### config.mk
export PLATFORM = sky130hd
export DESIGN_NAME = led_brightness_fader_top
export DESIGN_NICKNAME = d
export VERILOG_FILES = /design/src/design/lbf_pkg.sv /design/src/design/lbf_ctrl.sv /design/src/design/lbf_datapath.sv /design/src/design/led_brightness_fader_top.sv
export SDC_FILE = /design/constraint.sdc
export NUM_CORES = 1
export LEC_CHECK = 0
export BUFFER_PORTS_ARGS = -buffer_cell sky130_fd_sc_hd__buf_4
export CORE_MARGIN = 4
export CORE_UTILIZATION = 45
export CTS_CLUSTER_DIAMETER = 30
export DETAILED_ROUTE_END_ITERATION = 6
export GPL_ROUTABILITY_DRIVEN = 0
export SKIP_CTS_REPAIR_TIMING = 1
export SKIP_LAST_GASP = 1
export SLEW_MARGIN = 20
export SYNTH_ARGS = -nofsm -noshare
export SYNTH_HDL_FRONTEND = slang
export SYNTH_SLANG_ARGS = --single-unit
### constraint.sdc
create_clock -name clk -period 20 [get_ports clk]
set_clock_uncertainty 0.1 [all_clocks]
set_input_delay 1 -clock clk [delete_from_list [all_inputs] [get_ports clk]]
set_output_delay 1 -clock clk [all_outputs]
set_load 0.005 [all_outputs]
### src/design/lbf_pkg.sv
`timescale 1ns / 1ps
// Shared types and constants of the LED brightness fader.
// No dependencies; used by all fader modules.
package lbf_pkg;

  localparam int unsigned NUM_LEDS_DEF = 4;

  localparam int unsigned OP_W    = 2;
  localparam int unsigned IDX_W   = 2;
  localparam int unsigned LEVEL_W = 8;
  localparam int unsigned FM_W    = 2;
  localparam int unsigned LVL_W   = 7;
  localparam int unsigned PWM_W   = 16;

  // opcodes
  localparam logic [OP_W-1:0] OP_TICK = 2'd0;
  localparam logic [OP_W-1:0] OP_TGT  = 2'd1;
  localparam logic [OP_W-1:0] OP_MODE = 2'd2;
  localparam logic [OP_W-1:0] OP_NONE = 2'd3;  // unused, answers like a write

  // fade modes
  localparam logic [FM_W-1:0] FM_BOTH  = 2'd0;
  localparam logic [FM_W-1:0] FM_RISE  = 2'd1;
  localparam logic [FM_W-1:0] FM_FALL  = 2'd2;
  localparam logic [FM_W-1:0] FM_STEEP = 2'd3;

  // register byte addresses
  localparam logic [1:0] ADDR_PWM_PERIOD = 2'd0;

  localparam logic [LVL_W-1:0]   LVL_MAX  = 7'd100;
  localparam logic [LEVEL_W-1:0] LVL_MAX8 = 8'd100;
  localparam logic [LEVEL_W-1:0] FOLD_MAX = 8'd200;

  localparam logic [PWM_W-1:0] PERIOD_RST = 16'd100;

  // floor(p / 100) = (p * DIV_RECIP) >> DIV_SHIFT, exact for p < 2**23
  localparam int unsigned PROD_W    = LVL_W + PWM_W;
  localparam int unsigned RECIP_W   = 24;
  localparam int unsigned QP_W      = PROD_W + RECIP_W;
  localparam int unsigned DIV_SHIFT = 30;
  localparam logic [RECIP_W-1:0] DIV_RECIP = 24'd10737419;

  typedef struct packed {
    logic idle;
    logic walk;
    logic mul;
    logic div;
    logic fin;
  } lbf_cmd_t;

  typedef struct packed {
    logic walk_last;
  } lbf_stat_t;

endpackage

### src/design/lbf_ctrl.sv
`timescale 1ns / 1ps
// Sequencer for the fader: walks the LED table on a tick, then runs the width map.
// Depends on lbf_pkg.
module lbf_ctrl (
  input  logic                        clk,
  input  logic                        rst_n,
  input  logic                        start,
  input  logic [lbf_pkg::OP_W-1:0]    in_opcode,
  input  lbf_pkg::lbf_stat_t          stat,
  output lbf_pkg::lbf_cmd_t           cmd,
  output logic                        busy
);
  import lbf_pkg::*;

  typedef enum logic [2:0] {
    ST_IDLE,
    ST_WALK,
    ST_DRAIN,
    ST_MUL,
    ST_DIV,
    ST_DONE
  } state_t;

  state_t state_r, state_nxt;

  always_comb begin
    state_nxt = state_r;
    case (state_r)
      ST_IDLE:  if (start && in_opcode == OP_TICK) state_nxt = ST_WALK;
      ST_WALK:  if (stat.walk_last) state_nxt = ST_DRAIN;
      ST_DRAIN: state_nxt = ST_MUL;
      ST_MUL:   state_nxt = ST_DIV;
      ST_DIV:   state_nxt = ST_DONE;
      ST_DONE:  state_nxt = ST_IDLE;
      default:  state_nxt = ST_IDLE;
    endcase
  end

  always_ff @(posedge clk) begin
    if (!rst_n) begin
      state_r <= ST_IDLE;
    end else begin
      state_r <= state_nxt;
    end
  end

  assign cmd.idle = (state_r == ST_IDLE);
  assign cmd.walk = (state_r == ST_WALK);
  assign cmd.mul  = (state_r == ST_MUL);
  assign cmd.div  = (state_r == ST_DIV);
  assign cmd.fin  = (state_r == ST_DONE);
  assign busy     = (state_r != ST_IDLE);

endmodule

### src/design/lbf_datapath.sv
`timescale 1ns / 1ps
// Fader datapath: per-LED tables, step logic, width map and result registers.
// Depends on lbf_pkg; driven by lbf_ctrl.
module lbf_datapath #(
  parameter int unsigned NUM_LEDS = lbf_pkg::NUM_LEDS_DEF
) (
  input  logic                          clk,
  input  logic                          rst_n,
  input  lbf_pkg::lbf_cmd_t             cmd,
  output lbf_pkg::lbf_stat_t            stat,
  input  logic                          start,
  input  logic [lbf_pkg::OP_W-1:0]      in_opcode,
  input  logic [lbf_pkg::IDX_W-1:0]     in_led_index,
  input  logic [lbf_pkg::LEVEL_W-1:0]   in_level,
  input  logic [lbf_pkg::FM_W-1:0]      in_fade_mode,
  input  logic [lbf_pkg::PWM_W-1:0]     pwm_period,
  output logic                          out_valid,
  output logic [lbf_pkg::PWM_W-1:0]     out_pwm_width,
  output logic                          out_pwm_changed,
  output logic [lbf_pkg::LVL_W-1:0]     out_led0_level
);
  import lbf_pkg::*;

  localparam int unsigned AW = (NUM_LEDS > 1) ? $clog2(NUM_LEDS) : 1;

  // tables
  logic [LVL_W-1:0] bri_mem  [NUM_LEDS];
  logic [LVL_W-1:0] tgt_mem  [NUM_LEDS];
  logic [FM_W-1:0]  mode_mem [NUM_LEDS];
  logic [NUM_LEDS-1:0] bri_vld_r, tgt_vld_r, mode_vld_r;

  logic [AW-1:0]    cnt_r;
  logic             rd_vld_r;
  logic [AW-1:0]    rd_addr_r;
  logic [LVL_W-1:0] b_rd_r, t_rd_r;
  logic [FM_W-1:0]  m_rd_r;
  logic             b_ok_r, t_ok_r, m_ok_r;

  logic [LVL_W-1:0] cur_b, cur_t, new_b, new_t, b_up, b_dn;
  logic [FM_W-1:0]  cur_m;

  logic             acc, wr_op, in_range;
  logic [6:0]       idx_ext;
  logic [AW-1:0]    wr_idx;
  logic [LEVEL_W-1:0] lvl_sat, tgt_fold8;
  logic [LVL_W-1:0] tgt_fold, start_lvl;

  logic [LVL_W-1:0] led0_r, led0_nxt;
  logic [PWM_W-1:0] fs, width, q_r, last_width_r;
  logic [PROD_W-1:0] prod_r;
  logic [QP_W-1:0]  qprod;

  logic             out_valid_r;
  logic [PWM_W-1:0] out_width_r;
  logic             out_changed_r;
  logic [LVL_W-1:0] out_level_r;

  // input decode
  assign acc      = start & cmd.idle;
  assign idx_ext  = {5'b0, in_led_index};
  assign in_range = (idx_ext < 7'(NUM_LEDS));
  assign wr_idx   = idx_ext[AW-1:0];
  assign wr_op    = acc && in_range && (in_opcode == OP_TGT || in_opcode == OP_MODE);

  assign lvl_sat   = (in_level > FOLD_MAX) ? FOLD_MAX : in_level;
  assign tgt_fold8 = (lvl_sat > LVL_MAX8) ? 8'(FOLD_MAX - lvl_sat) : lvl_sat;
  assign tgt_fold  = tgt_fold8[LVL_W-1:0];
  assign start_lvl = (in_level > LVL_MAX8) ? LVL_MAX : in_level[LVL_W-1:0];

  // walk counter and table read
  assign stat.walk_last = (cnt_r == AW'(NUM_LEDS - 1));

  always_ff @(posedge clk) begin
    if (!rst_n) begin
      cnt_r    <= '0;
      rd_vld_r <= 1'b0;
    end else begin
      cnt_r    <= cmd.walk ? AW'(cnt_r + 1'b1) : '0;
      rd_vld_r <= cmd.walk;
    end
  end

  always_ff @(posedge clk) begin
    if (cmd.walk) begin
      rd_addr_r <= cnt_r;
      b_rd_r    <= bri_mem[cnt_r];
      t_rd_r    <= tgt_mem[cnt_r];
      m_rd_r    <= mode_mem[cnt_r];
      b_ok_r    <= bri_vld_r[cnt_r];
      t_ok_r    <= tgt_vld_r[cnt_r];
      m_ok_r    <= mode_vld_r[cnt_r];
    end
  end

  // never-written entries read as zero
  assign cur_b = b_ok_r ? b_rd_r : '0;
  assign cur_t = t_ok_r ? t_rd_r : '0;
  assign cur_m = m_ok_r ? m_rd_r : FM_BOTH;

  assign b_up = (cur_b < LVL_MAX) ? LVL_W'(cur_b + 1'b1) : cur_b;
  assign b_dn = (cur_b != '0) ? LVL_W'(cur_b - 1'b1) : cur_b;

  always_comb begin
    new_b = cur_b;
    new_t = cur_t;
    case (cur_m)
      FM_BOTH: begin
        if (cur_t > cur_b) new_b = b_up;
        else if (cur_t < cur_b) new_b = b_dn;
      end
      FM_RISE: begin
        new_b = b_up;
        if (cur_t < b_up) begin
          new_b = cur_t;
          new_t = LVL_MAX;
        end
      end
      FM_FALL: begin
        new_b = b_dn;
        if (cur_t > b_dn) begin
          new_b = cur_t;
          new_t = '0;
        end
      end
      default: new_b = cur_t;
    endcase
  end

  // table write: tick write-back or host write
  always_ff @(posedge clk) begin
    if (rd_vld_r) begin
      bri_mem[rd_addr_r] <= new_b;
      tgt_mem[rd_addr_r] <= new_t;
    end else if (wr_op) begin
      if (in_opcode == OP_TGT) begin
        tgt_mem[wr_idx] <= tgt_fold;
      end else begin
        bri_mem[wr_idx]  <= start_lvl;
        mode_mem[wr_idx] <= in_fade_mode;
      end
    end
  end

  always_ff @(posedge clk) begin
    if (!rst_n) begin
      bri_vld_r  <= '0;
      tgt_vld_r  <= '0;
      mode_vld_r <= '0;
    end else if (rd_vld_r) begin
      bri_vld_r[rd_addr_r] <= 1'b1;
      tgt_vld_r[rd_addr_r] <= 1'b1;
    end else if (wr_op) begin
      if (in_opcode == OP_TGT) begin
        tgt_vld_r[wr_idx] <= 1'b1;
      end else begin
        bri_vld_r[wr_idx]  <= 1'b1;
        mode_vld_r[wr_idx] <= 1'b1;
      end
    end
  end

  // shadow of LED 0 brightness
  always_comb begin
    led0_nxt = led0_r;
    if (rd_vld_r && rd_addr_r == '0) begin
      led0_nxt = new_b;
    end else if (wr_op && in_opcode == OP_MODE && wr_idx == '0) begin
      led0_nxt = start_lvl;
    end
  end

  // width map: fs - floor(led0 * fs / 100)
  assign fs    = (pwm_period == '0) ? '0 : PWM_W'(pwm_period - 1'b1);
  assign qprod = QP_W'(prod_r) * QP_W'(DIV_RECIP);
  assign width = PWM_W'(fs - q_r);

  always_ff @(posedge clk) begin
    if (cmd.mul) prod_r <= PROD_W'(led0_r) * PROD_W'(fs);
    if (cmd.div) q_r <= qprod[DIV_SHIFT +: PWM_W];
  end

  always_ff @(posedge clk) begin
    if (!rst_n) begin
      led0_r       <= '0;
      last_width_r <= '0;
      out_valid_r  <= 1'b0;
    end else begin
      led0_r      <= led0_nxt;
      out_valid_r <= cmd.fin || (acc && in_opcode != OP_TICK);
      if (cmd.fin) last_width_r <= width;
    end
  end

  always_ff @(posedge clk) begin
    if (cmd.fin) begin
      out_width_r   <= width;
      out_changed_r <= (width != last_width_r);
      out_level_r   <= led0_r;
    end else if (acc && in_opcode != OP_TICK) begin
      out_width_r   <= last_width_r;
      out_changed_r <= 1'b0;
      out_level_r   <= led0_nxt;
    end
  end

  assign out_valid       = out_valid_r;
  assign out_pwm_width   = out_width_r;
  assign out_pwm_changed = out_changed_r;
  assign out_led0_level  = out_level_r;

endmodule

### src/design/led_brightness_fader_top.sv
`timescale 1ns / 1ps
// LED brightness fader, top level: APB register, sequencer and datapath.
// Depends on lbf_pkg, lbf_ctrl and lbf_datapath.
//
// Usage:
//  - Command channel: drive start with in_opcode, in_led_index, in_level and
//    in_fade_mode; the item is taken at an edge where start is high and busy
//    is low.
//  - Target and mode writes (and the unused opcode) keep busy low, so one can
//    be issued every cycle. The result strobe out_valid rises in the cycle
//    after the transfer.
//  - A tick walks the LED table one entry per cycle (read one entry while the
//    previous one is written back), then runs the width map: one multiply,
//    one reciprocal multiply for the divide by 100, one subtract. busy stays
//    high throughout, and the result strobe comes in the cycle busy falls.
//  - Results are shown for exactly one cycle with out_valid; the receiver
//    cannot stall, so no backpressure path exists.
//  - pwm_period is written over APB at byte address 0 while the block is
//    idle; reads return it zero-extended to 32 bits. pready is tied high.
//  - Reset (rst_n low, synchronous) zeroes all brightness, targets, modes and
//    the last width, and sets pwm_period to 100. No clearing pass is needed.
module led_brightness_fader_top #(
  parameter int unsigned NUM_LEDS = lbf_pkg::NUM_LEDS_DEF
) (
  input  logic                          clk,
  input  logic                          rst_n,
  // command channel
  input  logic                          start,
  output logic                          busy,
  input  logic [lbf_pkg::OP_W-1:0]      in_opcode,
  input  logic [lbf_pkg::IDX_W-1:0]     in_led_index,
  input  logic [lbf_pkg::LEVEL_W-1:0]   in_level,
  input  logic [lbf_pkg::FM_W-1:0]      in_fade_mode,
  // result channel
  output logic                          out_valid,
  output logic [lbf_pkg::PWM_W-1:0]     out_pwm_width,
  output logic                          out_pwm_changed,
  output logic [lbf_pkg::LVL_W-1:0]     out_led0_level,
  // APB configuration port
  input  logic                          psel,
  input  logic                          penable,
  input  logic                          pwrite,
  input  logic [1:0]                    paddr,
  input  logic [31:0]                   pwdata,
  output logic [31:0]                   prdata,
  output logic                          pready
);
  import lbf_pkg::*;

  lbf_cmd_t         cmd;
  lbf_stat_t        stat;
  logic [PWM_W-1:0] period_r;
  logic             cfg_wr;

  // register file: only pwm_period at address 0
  assign pready = 1'b1;
  assign cfg_wr = psel & penable & pwrite & pready & (paddr == ADDR_PWM_PERIOD);

  always_ff @(posedge clk) begin
    if (!rst_n) begin
      period_r <= PERIOD_RST;
    end else if (cfg_wr) begin
      period_r <= pwdata[PWM_W-1:0];
    end
  end

  assign prdata = (paddr == ADDR_PWM_PERIOD) ? {{(32 - PWM_W){1'b0}}, period_r} : '0;

  lbf_ctrl u_ctrl (
    .clk       (clk),
    .rst_n     (rst_n),
    .start     (start),
    .in_opcode (in_opcode),
    .stat      (stat),
    .cmd       (cmd),
    .busy      (busy)
  );

  lbf_datapath #(
    .NUM_LEDS (NUM_LEDS)
  ) u_dp (
    .clk             (clk),
    .rst_n           (rst_n),
    .cmd             (cmd),
    .stat            (stat),
    .start           (start),
    .in_opcode       (in_opcode),
    .in_led_index    (in_led_index),
    .in_level        (in_level),
    .in_fade_mode    (in_fade_mode),
    .pwm_period      (period_r),
    .out_valid       (out_valid),
    .out_pwm_width   (out_pwm_width),
    .out_pwm_changed (out_pwm_changed),
    .out_led0_level  (out_led0_level)
  );

endmodule

==> metrics.txt, run 1 <==
Die Y 235 µm; # port buffers 79; CTS tree done; first-pass GRT wire length 93200 µm; Max Slew Vio Count 0; setup_tns 0 ns; Layout area overhead 12.5%; DRT iter0 DRCs 1300; reg2reg start u_dp.prod_r[6]$_DFFE_PN_; wire per inst 18.7 µm; Initial Util 45.4%; sequential cell area fraction in the yosys report 24.1%; status completed; PwrDens 52.9 nW/µm²; Site Rows 83; non-filler instance count after layout 3084; fin crit share 38.7%; flops & latches, synth 206; Hold Path Origin u_dp.mode_vld_r[2]$_SDFFE_PN0P_; Worst Hold Path Cells 2; largest net degree at the start of global routing 32; Ys Warns 0; Post-synth EDFFs 148; critical path capture point type flop; diode count 0; startpoint types flop; Placed Cells 3002; Tmin final 7.74 ns; Synth area leaders fa_1 23%, edfxtp_1 19%, ha_1 18%; Synth Cell Area 23200 µm²; max_slew headroom 24.4%; Hold Crit Class reg -> reg; Gate Count Post-Synth 2292; total track usage 20.8%; final hold vios 0; post-route ant nets 0; Pleak 0.0126 µW; Cell variety after synth 93; via count 16600; drt first pass iters 6; clk slew on worst S/H paths 0.05 ns; Worst-Margin Slew 1.13 ns; final setup vio count 0; number of global-route vias before repair 17100; DRC 0; Min-Delay Endpoint u_dp.mode_vld_r[2]$_SDFFE_PN0P_; Final HPWL DP 46600 µm; WS Path Type reg -> reg; total die area 55300 µm²; final wirelength 57500 µm; Reg-to-Reg End u_dp.q_r[7]$_DFFE_PN_; ratio of cells with drive above 1 in the final layout 9.61%; Worst Path Arrival 7.91 ns; Req. time, crit path 20.18 ns; Congestion Overflow GR 0; RSZ-0062 raised after global routing no; die width 235 µm; top cell type's share of synthesized area 22.7%; f_max 0.129 GHz; Final nets 3016; Fillers 4640; IO Pins 113; clock sinks 206; Max Cap Violations 0; Main synth FF type edfxtp_1; asr flop ratio synth 0%; Worst-Skew Late Latency 0.55 ns; post-synth top area cell fa_1; r2r worst-path depth 23; worst reg-to-reg setup slack 12.26 ns; Num CTS Buffers 45; H-tree Lvls 2; Max Fanout on Critical Path 7; clock buffer depth 3; Avg Inst Size Synth 10.1 µm²; Via density 5.37; Root Driver clkbuf_16; VDD IR max 0.0000722 V; initial antenna violation count 0; core footprint 51200 µm²
[power breakdown]
group	switching (µW)	internal [µW]	total (µW)
sequential	6.93	469	476
clock	252	560	812
combinational	57.7	36.3	94.0
[flip-flops by register name, summed over array words and instances, names as in the netlist, 7 cells and up]
| signal | count |
|---|---|
| u_dp.bri_mem | 28 |
| u_dp.tgt_mem | 28 |
| u_dp.prod_r | 23 |
| period_r | 16 |
| u_dp.last_width_r | 16 |
| u_dp.out_pwm_width | 16 |
| u_dp.q_r | 16 |
| u_dp.mode_mem | 8 |
| u_dp.b_rd_r | 7 |
| u_dp.led0_r | 7 |
| u_dp.out_led0_level | 7 |
| u_dp.t_rd_r | 7 |
[cell usage in the layout, fill, tap and decap left out, types with 8 or more instances in the layout]
cell type	instances
inv_1	412
conb_1	17
o22ai_1	10
nand3_1	35
xor2_1	37
bufinv_16	10
a31oi_1	21
nor2b_1	28
nor4_1	9
dfxtp_1	57
nand4_1	15
buf_4	91
nor2_1	117
a21o_1	24
edfxtp_1	148
and2_1	127
xnor2_1	45
or3_1	8
nand2_1	152
o31ai_1	8
mux4_2	19
o21ai_0	62
ha_1	329
a21oi_1	96
fa_1	264
nor3_1	32
clkbuf_16	46
[cell type report]
cell class,count,area (µm²),area share [%]
timing repair buffer,91,683,2.61
multi-input combinational,1612,15800,60.3
sequential,206,5610,21.4
clock inverter,33,500,1.91
tap,680,851,3.25
clock buffer,49,1180,4.52
inverter,413,1550,5.93
[routing by layer]
metal | vias up | wire length, µm | share of wire [%] | track usage (%)
met4 | 0 | 1010 | 1.8 | 4.50
met1 | 8154 | 26200 | 46 | 30.4
met5 | - | 0 | 0 | 0
met2 | 537 | 26400 | 46 | 33.2
met3 | 91 | 3880 | 6.7 | 3.19
li1 | 7778 | - | - | -
[cells by family after synthesis]
logic type	after synthesis	synth area share, %
mux	31	2.39
buf+inv	489	8.33
xor+xnor	85	3.35
other cells	2	0.0323
flops	206	24.1
simple gates	574	12.6
fa+ha+maj	593	40.5
compound gates	312	8.71
[worst max-delay path: stages, from the launching register on]
cell      delay, ns
edfxtp_1       0.60
inv_1          0.17
fa_1           0.52
inv_1          0.08
fa_1           0.51
inv_1          0.05
fa_1           0.45
fa_1           0.52
inv_1          0.06
fa_1           0.45
fa_1           0.52
inv_1          0.07
fa_1           0.51
inv_1          0.05
ha_1           0.31
a21oi_1        0.18
o211ai_1       0.13
a221oi_1       0.66
nand4_1        0.29
a31oi_1        0.45
o31ai_1        0.17
o21a_1         0.21
o21ai_0        0.27
a22oi_1        0.12
[cells in the mapped netlist (37+ instances only)]
| cell type | count |
|---|---|
| inv_1 | 412 |
| ha_1 | 329 |
| fa_1 | 264 |
| nand2_1 | 152 |
| edfxtp_1 | 148 |
| and2_1 | 127 |
| nor2_1 | 117 |
| a21oi_1 | 97 |
| o21ai_0 | 63 |
| dfxtp_1 | 58 |
| clkbuf_1 | 47 |
| xnor2_1 | 45 |
| xor2_1 | 37 |
[per-stage QoR]
stage	hold WS [ns]	utilization [%]	power (µW)	instance area, µm²	setup WS [ns]
floorplan	0.332	-	544	23300	13.55
global placement	0.344	47.8	575	24500	12.40
detailed placement	0.355	47.8	577	24500	12.29
CTS	0.367	51.1	1400	26100	12.28
global route	0.381	51.1	1430	26100	11.98
finish	0.363	51.1	1380	26100	12.26
[worst max-delay path by stage]
stage                             start               endpoint  slack [ns]  cells past startpoint
2_1_floorplan  u_dp.prod_r[6]$_DFFE_PN_  u_dp.q_r[7]$_DFFE_PN_       13.55                     23
3_3_place_gp   u_dp.prod_r[6]$_DFFE_PN_  u_dp.q_r[7]$_DFFE_PN_       12.40                     23
3_5_place_dp   u_dp.prod_r[6]$_DFFE_PN_  u_dp.q_r[7]$_DFFE_PN_       12.29                     23
4_1_cts        u_dp.prod_r[6]$_DFFE_PN_  u_dp.q_r[7]$_DFFE_PN_       12.28                     23
5_1_grt        u_dp.prod_r[6]$_DFFE_PN_  u_dp.q_r[7]$_DFFE_PN_       11.98                     23
6_report       u_dp.prod_r[6]$_DFFE_PN_  u_dp.q_r[7]$_DFFE_PN_       12.26                     23
(Power assumes the default switching activity.)
==> inputs of run 2 (changes only) <==
Clock period 20 ns to 7.9 ns, I/O delays scaled along.
==> metrics.txt, run 2 (synthesized netlist as in run 1, its figures left out) <==
Initial Util 45.4%; max_slew headroom 23.7%; critical path's top delay family adder cells; die width 235 µm; drt first pass iters 6; Worst path depth 24; CP bufs+invs 7; r2r worst-path depth 24; Die Y 235 µm; reg2reg start u_dp.prod_r[6]$_DFFE_PN_; Internal Power 2690 µW; critical path cell sequence inv_1 -> fa_1 -> inv_1 -> fa_1 -> inv_1 -> fa_1 -> fa_1 -> inv_1 -> fa_1 -> fa_1 -> inv_1 -> fa_1 -> inv_1 -> ha_1 -> a21oi_1 -> o211ai_1 -> a221oi_1 -> buf_4 -> nand4_1 -> a31oi_1 -> o31ai_1 -> o21a_1 -> o21ai_0 -> a22oi_1; IO Pins 113; VDD IR max 0.000187 V; Gate power share 6.9%; RSZ-0062 raised after global routing no; failing checks negative hold slack; clock buffer depth 3; Final nets 3033; final hold vios 1; Largest regs u_dp.bri_mem x28, u_dp.tgt_mem x28, u_dp.prod_r x23; critical path launch point u_dp.prod_r[6]$_DFFE_PN_; number of global-route vias before repair 17000; Final HPWL DP 47400 µm; f_max 0.137 GHz; post-route ant nets 0; status finished, violations left; setup_tns 0 ns; worst-case hold slack -0.000424 ns; Critical Path Sink u_dp.q_r[7]$_DFFE_PN_; slowest stage delay, CP 0.54 ns; Root Driver clkbuf_16; core footprint 51200 µm²; H-tree Lvls 2; initial antenna violation count 0; cell repeated most along the worst path fa_1; DRT iter0 DRCs 1178; startpoint types flop; DRC 0; Hold Crit Class in -> reg; WS Path Type reg -> reg; Max Slew Vio Count 0; post-route cell area 26300 µm²; critical path capture point type flop; commonest non-fill, non-tap cell in the layout inv_1; diode count 0; total die area 55300 µm²; clk slew on worst S/H paths 0.06 ns; worst reg-to-reg setup slack 0.59 ns; Worst-Skew Late Latency 0.55 ns; CTS tree done; Layout area overhead 13.1%; Num CTS Buffers 49; # port buffers 79; Post-DP Area 24500 µm²; total track usage 21.0%; switching share of total power 23.4%; fin crit share 92.6%; Slowest cell on crit path edfxtp_1; commonest cells after routing, fill and taps aside 412 x inv_1, 329 x ha_1, 264 x fa_1; Clock Power Share 58.8%; Max Fanout on Critical Path 7; Worst-Margin Slew 1.14 ns; via count 16700; ratio of cells with drive above 1 in the final layout 9.93%; Via density 5.38; largest net degree at the start of global routing 38; Pleak 0.0127 µW; Reg-to-Reg End u_dp.q_r[7]$_DFFE_PN_; NetSw 823 µW; final wirelength 58600 µm; Site Rows 83; Tmin final 7.31 ns; Fillers 4578; Congestion Overflow GR 0; wire per inst 18.9 µm; clock sinks 206; Max Cap Violations 0; final setup vio count 0; first-pass GRT wire length 93300 µm; Req. time, crit path 8.07 ns; PwrDens 134 nW/µm²; Worst Path Arrival 7.49 ns; sequential share of power 34.3%
-- run 2: changes by cell type in the layout (fill, tap and decap cells not counted), moves of 3 or more --
cell / change
bufinv_16: -3
dlygate4sd3_1: +7
clkinv_4: -3
clkinv_2: +4
clkbuf_1: +7
buf_4: +6
clkbuf_16: +3
-- run 2: stage by stage --
step / power (µW) / utilization [%] / hold slack, ns / std cells / setup slack [ns]
2_1_floorplan: 1380 / - / 0.332 / 2307 / 1.45
3_3_place_gp: 1450 / 47.9 / 0.302 / 3008 / 0.708
3_5_place_dp: 1460 / 47.9 / 0.310 / 3008 / 0.623
4_1_cts: 3540 / 51.2 / -0.0654 / 3099 / 0.587
5_1_grt: 3630 / 51.3 / 0.00483 / 3106 / 0.208
6_report: 3510 / 51.3 / -0.000424 / 3106 / 0.585
-- run 2: layer usage --
metal / vias up / part of all wire (%) / GRT usage (%)
met1: 8214 / 46 / 30.6
met3: 98 / 6.3 / 3.05
met2: 587 / 45 / 33.3
met4: 0 / 2.4 / 5.18
met5: - / 0 / 0
li1: 7825 / - / -
-- run 2: power groups by stage --
stage | Combinational (µW) | Clock [µW] | Sequential [µW]
after floorplan | 161 | 0 | 1220
after global placement | 229 | 0 | 1220
after detailed placement | 235 | 0 | 1230
after CTS | 236 | 2100 | 1210
after global routing | 264 | 2160 | 1210
final | 241 | 2070 | 1210
-- run 2: layout make-up --
cell class	count	area [µm²]	area share, %
tap	680	851	3.24
inverter	413	1550	5.90
sequential	206	5610	21.3
multi-input combinational	1612	15800	60.0
timing repair buffer	104	798	3.04
clock buffer	60	1300	4.94
clock inverter	31	409	1.56
-- run 2: how the worst min path moves through the flow --
stage	start	to	slack, ns	cells after the start
2_1_floorplan	u_dp.cnt_r[1]$_SDFF_PN0_	u_dp.rd_addr_r[1]$_DFFE_PP_	0.33	0
3_3_place_gp	u_dp.cnt_r[0]$_SDFF_PN0_	u_dp.cnt_r[0]$_SDFF_PN0_	0.30	1
3_5_place_dp	u_dp.cnt_r[0]$_SDFF_PN0_	u_dp.cnt_r[0]$_SDFF_PN0_	0.31	1
4_1_cts	pwdata[5]	period_r[5]$_SDFFE_PN1P_	-0.07	3
5_1_grt	pwdata[8]	period_r[8]$_SDFFE_PN0P_	0.005	3
6_report	pwdata[3]	period_r[3]$_SDFFE_PN0P_	-0.0004	3
-- run 2: worst register-to-register path: cells and delay by family, from the launching register on --
| family | cells | cell delay, ns |
|---|---|---|
| buffers and inverters | 7 | 0.64 |
| DFF | 1 | 0.54 |
| adders and majority gates | 8 | 3.77 |
| and+or+nand+nor | 1 | 0.18 |
| AOI/OAI and AO/OA | 8 | 1.84 |
